--- config.mk ---
export PLATFORM = sky130hd
export DESIGN_NAME = fixed_cell_pool_allocator
export DESIGN_NICKNAME = d
export VERILOG_FILES = /design/src/rtl/fcpa_pkg.sv /design/src/rtl/fixed_cell_pool_allocator.sv
export SDC_FILE = /design/constraint.sdc
export NUM_CORES = 1
export LEC_CHECK = 0
export ABC_CLOCK_PERIOD_IN_PS = 6550
export BUFFER_PORTS_ARGS = -buffer_cell sky130_fd_sc_hd__buf_2
export CELL_PAD_IN_SITES_DETAIL_PLACEMENT = 0
export CELL_PAD_IN_SITES_GLOBAL_PLACEMENT = 1
export CORE_MARGIN = 2
export CORE_UTILIZATION = 51
export CTS_CLUSTER_DIAMETER = 50
export DETAILED_ROUTE_END_ITERATION = 7
export MAX_ROUTING_LAYER = met4
export PLACE_DENSITY = 0.92
export SYNTH_ARGS = -nofsm -noshare
export SYNTH_HDL_FRONTEND = slang
export SYNTH_SLANG_ARGS = --single-unit
--- constraint.sdc ---
create_clock -name clk -period 6.55 [get_ports clk]
set_input_delay 0 -clock clk [delete_from_list [all_inputs] [get_ports clk]]
set_output_delay 0 -clock clk [all_outputs]
set_load 0.005 [all_outputs]
--- src/rtl/fcpa_pkg.sv ---
// shared types and constants for the fixed cell pool allocator
`timescale 1ns / 1ps

package fcpa_pkg;

    // pool geometry
    localparam int NUM_CELLS_DEF = 64;
    localparam int OFFSET_W      = 18;
    localparam int COUNT_W       = 7;
    localparam int SIZE_W        = 13;

    // reset values of the configuration registers
    localparam logic [COUNT_W-1:0] CELL_COUNT_RST = 7'd64;
    localparam logic [SIZE_W-1:0]  CELL_SIZE_RST  = 13'd4;

    // configuration register indexes
    localparam logic CFG_CELL_COUNT = 1'b0;
    localparam logic CFG_CELL_SIZE  = 1'b1;

    // item kinds
    localparam logic KIND_ALLOC = 1'b0;
    localparam logic KIND_FREE  = 1'b1;

    // result status codes
    typedef enum logic [1:0] {
        STAT_OK     = 2'd0,
        STAT_FULL   = 2'd1,
        STAT_BAD    = 2'd2,
        STAT_DOUBLE = 2'd3
    } status_t;

    // sequencer states
    typedef enum logic [2:0] {
        ST_IDLE,
        ST_SCAN,
        ST_DIV,
        ST_CHECK,
        ST_COUNT,
        ST_DONE
    } state_t;

    // request item
    typedef struct packed {
        logic                kind;
        logic [OFFSET_W-1:0] offset;
    } req_t;

    // result item
    typedef struct packed {
        logic [OFFSET_W-1:0] cell_offset;
        status_t             status;
        logic [COUNT_W-1:0]  free_count;
    } rsp_t;

endpackage

--- src/rtl/fixed_cell_pool_allocator.sv ---
// fixed cell pool allocator: free bitmap, sequencer and shared add/subtract unit
`timescale 1ns / 1ps

// Usage: a request item on in_data (kind, offset) is taken when in_valid and
// in_ready are high. kind 0 allocates the lowest free cell and returns its
// byte offset; kind 1 frees the cell at offset. One result item per request
// comes out on out_data under out_valid/out_ready, with status and the count
// of free cells after the request.
// Registers are written on the cfg channel (cfg_index 0 cell_count,
// 1 cell_size); cfg_ready is always high.
// One adder/subtractor is shared by the 18-step restoring divide of a free
// and the offset accumulation of the allocate scan; a count pass over the
// clamped cell count, one cell per cycle, then gives the free count.
// One request is in work at a time; in_ready is low while it is processed.
// The finished result sits in an output register, so a new request can be
// taken while the receiver stalls; the next result waits until it is taken.
// Reset marks every cell free, sets cell_count to 64 and cell_size to 4.
module fixed_cell_pool_allocator #(
    parameter int NUM_CELLS = fcpa_pkg::NUM_CELLS_DEF
) (
    input  logic                          clk,
    input  logic                          rst_n,
    input  logic                          in_valid,
    output logic                          in_ready,
    input  fcpa_pkg::req_t                in_data,
    output logic                          out_valid,
    input  logic                          out_ready,
    output fcpa_pkg::rsp_t                out_data,
    input  logic                          cfg_valid,
    output logic                          cfg_ready,
    input  logic                          cfg_index,
    input  logic [fcpa_pkg::SIZE_W-1:0]   cfg_data
);

    localparam int IDX_W  = (NUM_CELLS > 1) ? $clog2(NUM_CELLS) : 1;
    localparam int CNT_W  = $clog2(NUM_CELLS + 1);
    localparam int OFF_W  = fcpa_pkg::OFFSET_W;
    localparam int SZ_W   = fcpa_pkg::SIZE_W;
    localparam int ALU_W  = OFF_W + 1;
    localparam int STEP_W = $clog2(OFF_W);

    fcpa_pkg::state_t        state_reg, state_next;
    logic [NUM_CELLS-1:0]    map_reg, map_next;
    logic [CNT_W-1:0]        i_reg, i_next;
    logic [CNT_W-1:0]        cnt_reg, cnt_next;
    logic [OFF_W-1:0]        acc_reg, acc_next;
    logic [OFF_W-1:0]        dvd_reg, dvd_next;
    logic [SZ_W-1:0]         rem_reg, rem_next;
    logic [STEP_W-1:0]       step_reg, step_next;
    fcpa_pkg::status_t       status_reg, status_next;
    logic [OFF_W-1:0]        res_off_reg, res_off_next;
    logic                    out_valid_reg, out_valid_next;
    fcpa_pkg::rsp_t          out_data_reg, out_data_next;
    logic [fcpa_pkg::COUNT_W-1:0] cell_count_reg;
    logic [SZ_W-1:0]         cell_size_reg;

    logic [CNT_W-1:0]        n_eff;
    logic [SZ_W-1:0]         size_eff;
    logic [ALU_W-1:0]        alu_a, alu_b, alu_y;
    logic                    alu_sub;
    logic [SZ_W:0]           r_sh;
    logic                    div_ge;
    logic                    cur_bit;

    // effective pool size and cell size
    always_comb
    begin
        if (int'(cell_count_reg) > NUM_CELLS)
            n_eff = CNT_W'(NUM_CELLS);
        else
            n_eff = CNT_W'(cell_count_reg);
        size_eff = (cell_size_reg == '0) ? SZ_W'(1) : cell_size_reg;
    end

    // shared add/subtract unit
    assign r_sh   = {rem_reg, dvd_reg[OFF_W-1]};
    assign alu_sub = (state_reg == fcpa_pkg::ST_DIV);
    assign alu_a  = alu_sub ? ALU_W'(r_sh) : ALU_W'(acc_reg);
    assign alu_b  = ALU_W'(size_eff);
    assign alu_y  = alu_sub ? (alu_a - alu_b) : (alu_a + alu_b);
    assign div_ge = ~alu_y[ALU_W-1];

    // bitmap bit under the scan pointer
    assign cur_bit = map_reg[i_reg[IDX_W-1:0]];

    // sequencer next state
    always_comb
    begin
        state_next     = state_reg;
        map_next       = map_reg;
        i_next         = i_reg;
        cnt_next       = cnt_reg;
        acc_next       = acc_reg;
        dvd_next       = dvd_reg;
        rem_next       = rem_reg;
        step_next      = step_reg;
        status_next    = status_reg;
        res_off_next   = res_off_reg;
        out_data_next  = out_data_reg;
        out_valid_next = out_valid_reg;
        in_ready       = 1'b0;

        if (out_valid_reg && out_ready)
            out_valid_next = 1'b0;

        case (state_reg)
            fcpa_pkg::ST_IDLE:
            begin
                in_ready     = 1'b1;
                i_next       = '0;
                cnt_next     = '0;
                acc_next     = '0;
                rem_next     = '0;
                step_next    = '0;
                res_off_next = '0;
                dvd_next     = in_data.offset;
                status_next  = fcpa_pkg::STAT_OK;
                if (in_valid)
                begin
                    if (in_data.kind == fcpa_pkg::KIND_ALLOC)
                        state_next = fcpa_pkg::ST_SCAN;
                    else
                        state_next = fcpa_pkg::ST_DIV;
                end
            end
            // lowest free cell, offset accumulated one cell size per step
            fcpa_pkg::ST_SCAN:
            begin
                if (i_reg == n_eff)
                begin
                    status_next = fcpa_pkg::STAT_FULL;
                    i_next      = '0;
                    state_next  = fcpa_pkg::ST_COUNT;
                end
                else if (cur_bit)
                begin
                    map_next[i_reg[IDX_W-1:0]] = 1'b0;
                    res_off_next = acc_reg;
                    status_next  = fcpa_pkg::STAT_OK;
                    i_next       = '0;
                    state_next   = fcpa_pkg::ST_COUNT;
                end
                else
                begin
                    i_next   = i_reg + CNT_W'(1);
                    acc_next = alu_y[OFF_W-1:0];
                end
            end
            // restoring divide of the offset, one quotient bit per cycle
            fcpa_pkg::ST_DIV:
            begin
                rem_next  = div_ge ? alu_y[SZ_W-1:0] : r_sh[SZ_W-1:0];
                dvd_next  = {dvd_reg[OFF_W-2:0], div_ge};
                step_next = step_reg + STEP_W'(1);
                if (step_reg == STEP_W'(OFF_W - 1))
                    state_next = fcpa_pkg::ST_CHECK;
            end
            // validate the cell index and release it if it is valid and in use
            fcpa_pkg::ST_CHECK:
            begin
                if (rem_reg != '0 || dvd_reg >= OFF_W'(n_eff))
                    status_next = fcpa_pkg::STAT_BAD;
                else if (map_reg[dvd_reg[IDX_W-1:0]])
                    status_next = fcpa_pkg::STAT_DOUBLE;
                else
                begin
                    map_next[dvd_reg[IDX_W-1:0]] = 1'b1;
                    status_next = fcpa_pkg::STAT_OK;
                end
                i_next     = '0;
                state_next = fcpa_pkg::ST_COUNT;
            end
            // count free cells one per cycle
            fcpa_pkg::ST_COUNT:
            begin
                if (i_reg == n_eff)
                    state_next = fcpa_pkg::ST_DONE;
                else
                begin
                    cnt_next = cnt_reg + CNT_W'(cur_bit);
                    i_next   = i_reg + CNT_W'(1);
                end
            end
            // hand the item to the output register once it is free
            fcpa_pkg::ST_DONE:
            begin
                if (!out_valid_reg || out_ready)
                begin
                    out_valid_next            = 1'b1;
                    out_data_next.cell_offset = res_off_reg;
                    out_data_next.status      = status_reg;
                    out_data_next.free_count  = fcpa_pkg::COUNT_W'(cnt_reg);
                    state_next                = fcpa_pkg::ST_IDLE;
                end
            end
            default:
            begin
                state_next = fcpa_pkg::ST_IDLE;
            end
        endcase
    end

    // control state
    always_ff @(posedge clk or negedge rst_n)
    begin
        if (!rst_n)
        begin
            state_reg     <= fcpa_pkg::ST_IDLE;
            map_reg       <= '1;
            out_valid_reg <= 1'b0;
        end
        else
        begin
            state_reg     <= state_next;
            map_reg       <= map_next;
            out_valid_reg <= out_valid_next;
        end
    end

    // datapath registers
    always_ff @(posedge clk)
    begin
        i_reg        <= i_next;
        cnt_reg      <= cnt_next;
        acc_reg      <= acc_next;
        dvd_reg      <= dvd_next;
        rem_reg      <= rem_next;
        step_reg     <= step_next;
        status_reg   <= status_next;
        res_off_reg  <= res_off_next;
        out_data_reg <= out_data_next;
    end

    // configuration registers
    always_ff @(posedge clk or negedge rst_n)
    begin
        if (!rst_n)
        begin
            cell_count_reg <= fcpa_pkg::CELL_COUNT_RST;
            cell_size_reg  <= fcpa_pkg::CELL_SIZE_RST;
        end
        else if (cfg_valid)
        begin
            case (cfg_index)
                fcpa_pkg::CFG_CELL_COUNT: cell_count_reg <= cfg_data[fcpa_pkg::COUNT_W-1:0];
                fcpa_pkg::CFG_CELL_SIZE:  cell_size_reg  <= cfg_data;
                default:                  cell_size_reg  <= cell_size_reg;
            endcase
        end
    end

    assign cfg_ready = 1'b1;
    assign out_valid = out_valid_reg;
    assign out_data  = out_data_reg;

    // a full pool never reports an offset
    a_full_zero_offset: assert property (@(posedge clk) disable iff (!rst_n)
        out_valid && out_data.status == fcpa_pkg::STAT_FULL |-> out_data.cell_offset == '0)
        else $error("full result with nonzero offset");

    // free count never exceeds the pool size
    a_count_bound: assert property (@(posedge clk) disable iff (!rst_n)
        out_valid |-> int'(out_data.free_count) <= int'(n_eff))
        else $error("free count above pool size");

    // one request at a time
    a_one_item: assert property (@(posedge clk) disable iff (!rst_n)
        in_valid && in_ready |=> !in_ready)
        else $error("request taken while busy");

    // a freed cell always carries a zero offset
    a_free_offset: assert property (@(posedge clk) disable iff (!rst_n)
        state_reg == fcpa_pkg::ST_CHECK |=> res_off_reg == '0)
        else $error("free request produced an offset");

endmodule

==> results of run 1 <==
## worst register-to-register path, cell delays in order (launching register included)
cell	delay [ps]
dfrtp_1	580
nor2b_1	350
nand2b_2	130
inv_2	570
mux2i_1	180
ha_1	240
fa_1	410
nor2b_1	170
o31ai_1	150
a2111oi_0	600
o2111ai_1	230
nand3b_1	700
mux2_2	410
nor2_1	80
## through the flow
step           power [mW]  setup slack (ps)
3_3_place_gp        5.015              1900
2_1_floorplan       4.242              2561
6_report            6.594              1620
4_1_cts             6.547              1730
3_5_place_dp        5.078              1740
5_1_grt             6.964              1164
## final cells by class
class / count / area [sq um]
Timing Repair Buffer: 121 / 843.3
Tap cell: 285 / 356.6
Sequential cell: 203 / 5738
Clock buffer: 28 / 679.4
Inverter: 31 / 116.4
Clock inverter: 22 / 202.7
Fill cell: 1844 / 9085
Multi-Input combinational cell: 799 / 5413
## layer usage
metal	routed length (um)	track usage	up-vias
li1	-	-	4335
met2	15040	0.4269	479
met4	1081	0.09612	0
met1	12910	0.3579	4560
met5	0	-	-
met3	2606	0.04287	94
## power groups by stage
stage	combinational (mW)	clock (mW)	sequential [mW]
6_report	2.90	1.44	2.25
5_1_grt	3.18	1.49	2.29
4_1_cts	2.85	1.45	2.25
3_5_place_dp	2.81	0	2.27
3_3_place_gp	2.77	0	2.24
2_1_floorplan	2.18	0	2.06
## how the worst min path moves through the flow
stage                    from                            end
floorplan               rst_n  cell_count_reg[0]$_DFFE_PN0P_
global placement        rst_n       state_reg[2]$_DFFE_PN0P_
CTS                 cfg_valid  cell_count_reg[6]$_DFFE_PN1P_
detailed placement      rst_n       state_reg[2]$_DFFE_PN0P_
global route        cfg_valid  cell_count_reg[6]$_DFFE_PN1P_
finish              cfg_valid  cell_count_reg[6]$_DFFE_PN1P_
## cells in the mapped netlist, types with 3 or more instances
cell / number / area [sq um]
o41ai_1: 38 / 332.8
nand2_1: 140 / 525.5
a21o_1: 3 / 22.52
dfstp_2: 66 / 1734
a21oi_1: 40 / 200.2
o211ai_1: 4 / 30.03
nand4_1: 4 / 25.02
o22ai_1: 9 / 56.30
o2111ai_1: 4 / 35.03
edfxtp_1: 115 / 3453
a221oi_1: 8 / 70.07
buf_1: 8 / 30.03
nand3_1: 29 / 145.1
a21boi_0: 3 / 22.52
ha_1: 31 / 387.9
clkinv_1: 4 / 15.01
nor2_1: 75 / 281.5
o311ai_0: 3 / 26.28
nand3b_1: 3 / 22.52
inv_1: 25 / 93.84
nor3_1: 26 / 130.1
a211oi_1: 4 / 30.03
xnor2_1: 21 / 183.9
clkbuf_1: 39 / 146.4
or3_1: 7 / 43.79
dfrtp_1: 22 / 550.5
o31ai_1: 25 / 187.7
and2_1: 31 / 193.9
and3_1: 8 / 50.05
nand2b_1: 13 / 81.33
nor4_1: 9 / 56.30
nor2b_1: 21 / 131.4
a41oi_1: 9 / 78.83
a31oi_1: 38 / 237.7
xor2_1: 16 / 140.1
mux2_2: 34 / 382.9
buf_4: 5 / 37.54
o21a_1: 6 / 45.04
a22oi_1: 7 / 52.55
mux4_2: 12 / 270.3
mux2i_1: 21 / 210.2
buf_2: 18 / 90.09
o21ai_0: 50 / 250.2
a221o_1: 7 / 70.07
## what timing repair did
| item | 4_1_cts | 5_1_grt |
|---|---|---|
| hold buffers | 39 | 0 |
| gates resized for setup | 0 | 0 |
| endpoints found under the hold margin | 76 | 0 |
## cell families (layout without fill, tap and decap cells)
| group | Yosys count | after routing |
|---|---|---|
| buf+inv | 103 | 202 |
| flops | 203 | 203 |
| compound gates | 275 | 275 |
| xor+xnor | 37 | 37 |
| other cells | 1 | 1 |
| mux | 67 | 67 |
| fa+ha+maj | 32 | 32 |
| simple gates | 387 | 387 |
==> impl_metrics.ini, run 1 <==
[global_routing]
track_usage = 0.2706
grt_max_degree = 58
overflow = 0
grt_pass1_wl_um = 49880
grt_pass1_vias = 9191
antenna_found_initial = 0

[finish]
layout_common_cells = nand2_1, edfxtp_1, nor2_1
layout_commonest_cell = nand2_1
fin_nets = 1253
area_delta_synth_final_pct = 15.32
largest_reg_flops = 64
final_area_sq_um = 13350
finalNonFillerCells = 1489
insertedDiodeCount = 0
final_core_util = 0.5950
drive_above_1_share = 0.2118

[synthesis]
synth_mux_area_frac = 0.07458
seq_area_frac_synth = 0.4957
yosys.area_share.simple = 0.1629
synth_compound_area_frac = 0.1650
ys_ff_latch = 203
ys.flop_type = edfxtp_1
synth-xor-area-share = 0.02799
synth_cells = 1105
synth_top_family_by_area = compound AO/OA/AOI/OAI gates
avgSynthCellArea_sq_um = 10.48
yosys_warnings = 0
synth_edf_count = 115
synth_fp_nets = 1175
synthAdderAreaFrac = 0.03524
synth-async-reset-ratio = 0.4335
ys_types = 76
syn_area_sq_um = 11580

[critical_path]
r2r_setup_slack_ps = 1620
arrival_ps = 5330
crit_start = state_reg[1]$_DFFE_PN0P_
worstReg2RegEnd = rem_reg[10]$_SDFFCE_PN0N_
reg2regPathDepth = 13
cp_common_cell = nor2b_1
worstPathCellList = nor2b_1 > nand2b_2 > inv_2 > mux2i_1 > ha_1 > fa_1 > nor2b_1 > o31ai_1 > a2111oi_0 > o2111ai_1 > nand3b_1 > mux2_2 > nor2_1
critPathKind = flip-flop to flip-flop
crit_path_end = rem_reg[10]$_SDFFCE_PN0N_
critical_path_required_ps = 6950
cpPeakStageDelay_ps = 700
worstPathMaxFanout = 46
start_kind = flip-flop
crit_family = simple AND/OR/NAND/NOR gates
path_depth = 13
r2r-start = state_reg[1]$_DFFE_PN0P_
timing.critical_path.buf_inv = 1
cp_slowest_cell = nand3b_1
crit_path_end_kind = flip-flop

[flow_run]
maxCapViolCount = 0

[routing]
vias = 9468
drcViolationCount = 0
wl_um = 31640
dr.pass1.iters = 6
drt.antenna.violating_nets = 0
wl_per_cell_um = 21.25
first_iter_violations = 1004
viasPerCell = 6.359

[pwr]
intPower_mw = 3.720
p_leak_nw = 5.076
switching_share = 0.4358
p_per_area_nw_per_um2 = 494.0
peakVddDrop_mv = 0.2898
power_switching_mw = 2.874
power_frac_comb = 0.440
seq_power_share = 0.342
p_clk_frac = 0.218

[clocking]
numCtsBuffers = 27
clk_pin_slew_ps = 60
root_buffer = clkbuf_16
htreeDepth = 1
clkSinkCount = 203
max-clock-path-buffers = 3
clk_latency_ps = 540
post_cts_buffers = 0
cts_tree = done

[floorplanning]
coreArea_sq_um = 22430
die_w_um = 154.7
ios = 68
rows = 55
start_util = 0.5160
die_area_sq_um = 23920
die_y_um = 154.7

[outcome]
status = complete, no violations

[placed_design]
io_buffers = 66
dp_hpwl_um = 20970
place_congestion = 0.9509
dpl_cell_area_sq_um = 12080
dp.cells = 1400

[sta]
post-route-period-util = 0.7526
max-slew-margin-rel = 0.09199
period_needed_ps = 4930
fin_tns_setup_ps = 0
worstMarginPinSlew_ps = 1344
slew_violations = 0
rsz0062_at_grt = no
fin_skew_ps = 16.65
whs_ps = 59.37
finalSetupViolCount = 0
hold_viol = 0
timing.fmax_ghz = 0.2029

[worst_hold_path]
hp-class = primary input to flip-flop
holdPathStages = 3
No activity file was read; power rests on OpenSTA's default activity.
==> inputs of run 2 (changes only) <==
ABC_CLOCK_PERIOD_IN_PS = 4500   (was 6550)
CORE_UTILIZATION = 44   (was 51)
PLACE_DENSITY = 0.85   (was 0.92)
clock period = 4.5 ns   (was 6.55 ns; I/O delays follow)
==> impl_metrics.ini, run 2 (same netlist as run 1, synthesis figures left out) <==
[outcome]
status = complete, no violations

[routing]
dr.pass1.iters = 5
wl_per_cell_um = 20.80
vias = 9574
viasPerCell = 6.149
first_iter_violations = 937
wl_um = 32390
drcViolationCount = 0
drt.antenna.violating_nets = 0

[critical_path]
critPathKind = flip-flop to flip-flop
reg2regPathDepth = 14
critical_path_required_ps = 4770
crit_path_end_kind = flip-flop
worstPathCellList = nor4_2 > a41o_1 > inv_1 > ha_1 > nor2_1 > xnor2_1 > ha_1 > nor2b_1 > o31ai_1 > a211oi_1 > o2111ai_1 > nor3b_1 > mux2_2 > nor2_1
crit_start = cell_size_reg[6]$_DFFE_PN0P_
arrival_ps = 4320
start_kind = flip-flop
worstReg2RegEnd = rem_reg[10]$_SDFFCE_PN0N_
cpPeakStageDelay_ps = 510
r2r_setup_slack_ps = 450
cp_slowest_cell = o31ai_1
r2r-start = cell_size_reg[6]$_DFFE_PN0P_
worstPathMaxFanout = 4
crit_path_end = rem_reg[10]$_SDFFCE_PN0N_

[pwr]
power_mw = 9.759
peakVddDrop_mv = 0.5661
p_per_area_nw_per_um2 = 718.1
p_leak_nw = 5.190

[floorplanning]
ios = 68
die_w_um = 166.2
die_area_sq_um = 27620
start_util = 0.4468
coreArea_sq_um = 25910
die_y_um = 166.2
rows = 59

[finish]
final_area_sq_um = 13590
largest_reg_flops = 64
layout_common_cells = nand2_1, edfxtp_1, nor2_1
insertedDiodeCount = 0
fill_cells = 2291
finalNonFillerCells = 1557
fin_nets = 1273
layout_commonest_cell = nand2_1
drive_above_1_share = 0.2226
area_delta_synth_final_pct = 17.40

[sta]
whs_ps = 57.08
worstMarginPinSlew_ps = 1171
fin_tns_setup_ps = 0
fin_skew_ps = 21.75
post-route-period-util = 0.9001
max-slew-margin-rel = 0.2113
period_needed_ps = 4051
rsz0062_at_grt = no
hold_viol = 0
slew_violations = 0
finalSetupViolCount = 0
timing.fmax_ghz = 0.2469

[global_routing]
grt_pass1_vias = 9249
overflow = 0
track_usage = 0.2385
grt_pass1_wl_um = 51720
antenna_found_initial = 0
grt_max_degree = 58

[clocking]
root_buffer = clkbuf_16
max-clock-path-buffers = 3
htreeDepth = 1
post_cts_buffers = 0
clk_latency_ps = 530
clk_pin_slew_ps = 60
numCtsBuffers = 26
cts_tree = done
clkSinkCount = 203

[placed_design]
dpl_cell_area_sq_um = 12310
dp.cells = 1469
io_buffers = 66
dp_hpwl_um = 21860
place_congestion = 0.9095

[flow_run]
maxCapViolCount = 0

[worst_hold_path]
hp-class = primary input to flip-flop
-- run 2: repair_timing --
item                                    4_1_cts  5_1_grt
endpoints found under the setup margin        0       14
hold buffers                                 41        0
hold endpoints to repair                     73        0
resized for setup                             0        3
-- run 2: cell type report --
class	count	area, sq um	area share
Clock buffer	31	700.7	0.05156
Clock inverter	16	158.9	0.01169
Inverter	31	116.4	0.008562
Multi-Input combinational cell	799	5426	0.3993
Sequential cell	203	5738	0.4222
Tap cell	335	419.2	0.03084
Timing Repair Buffer	142	1031	0.07586
-- run 2: critical path, delay by kind of cell (launching register included) --
family / cells / cell delay (ps)
AO/OA/AOI/OAI: 4 / 1260
XOR/XNOR: 1 / 140
adder cells (fa/ha/maj): 2 / 510
buffers and inverters: 1 / 90
flip-flops: 1 / 430
multiplexers: 1 / 230
AND/OR/NAND/NOR: 5 / 1120
-- run 2: worst min path at each step --
stage,start,endpoint,slack [ps],depth (start not counted)
after detailed placement,rst_n,out_valid$_DFF_PN0_,-30,1
after global routing,in_valid,state_reg[2]$_DFFE_PN0P_,190,6
after floorplan,rst_n,cell_count_reg[0]$_DFFE_PN0P_,-300,0
final,in_valid,state_reg[2]$_DFFE_PN0P_,60,6
after global placement,rst_n,out_valid$_DFF_PN0_,-40,1
after CTS,in_valid,state_reg[2]$_DFFE_PN0P_,40,6
-- run 2: metrics by stage --
stage	utilization	worst slack [ps]
after global placement	0.4750	399.7
after detailed placement	0.4750	272.0
after CTS	0.5240	248.7
final	0.5245	449.4
after floorplan	-	510.8
after global routing	0.5245	50.25
-- run 2: power by group --
part / switching (mW) / leakage, nW / total, mW / internal [mW]
registers: 0.478 / 2.09 / 3.24 / 2.76
clock network: 0.837 / 0.420 / 2.07 / 1.24
logic: 2.90 / 2.68 / 4.45 / 1.55
-- run 2: per-layer routing --
layer | GRT usage | vias up | part of all wire
met3 | 0.03074 | 96 | 0.085
met5 | - | - | 0
met1 | 0.3344 | 4628 | 0.43
met4 | 0.08885 | 0 | 0.036
met2 | 0.3558 | 477 | 0.45
li1 | - | 4373 | -
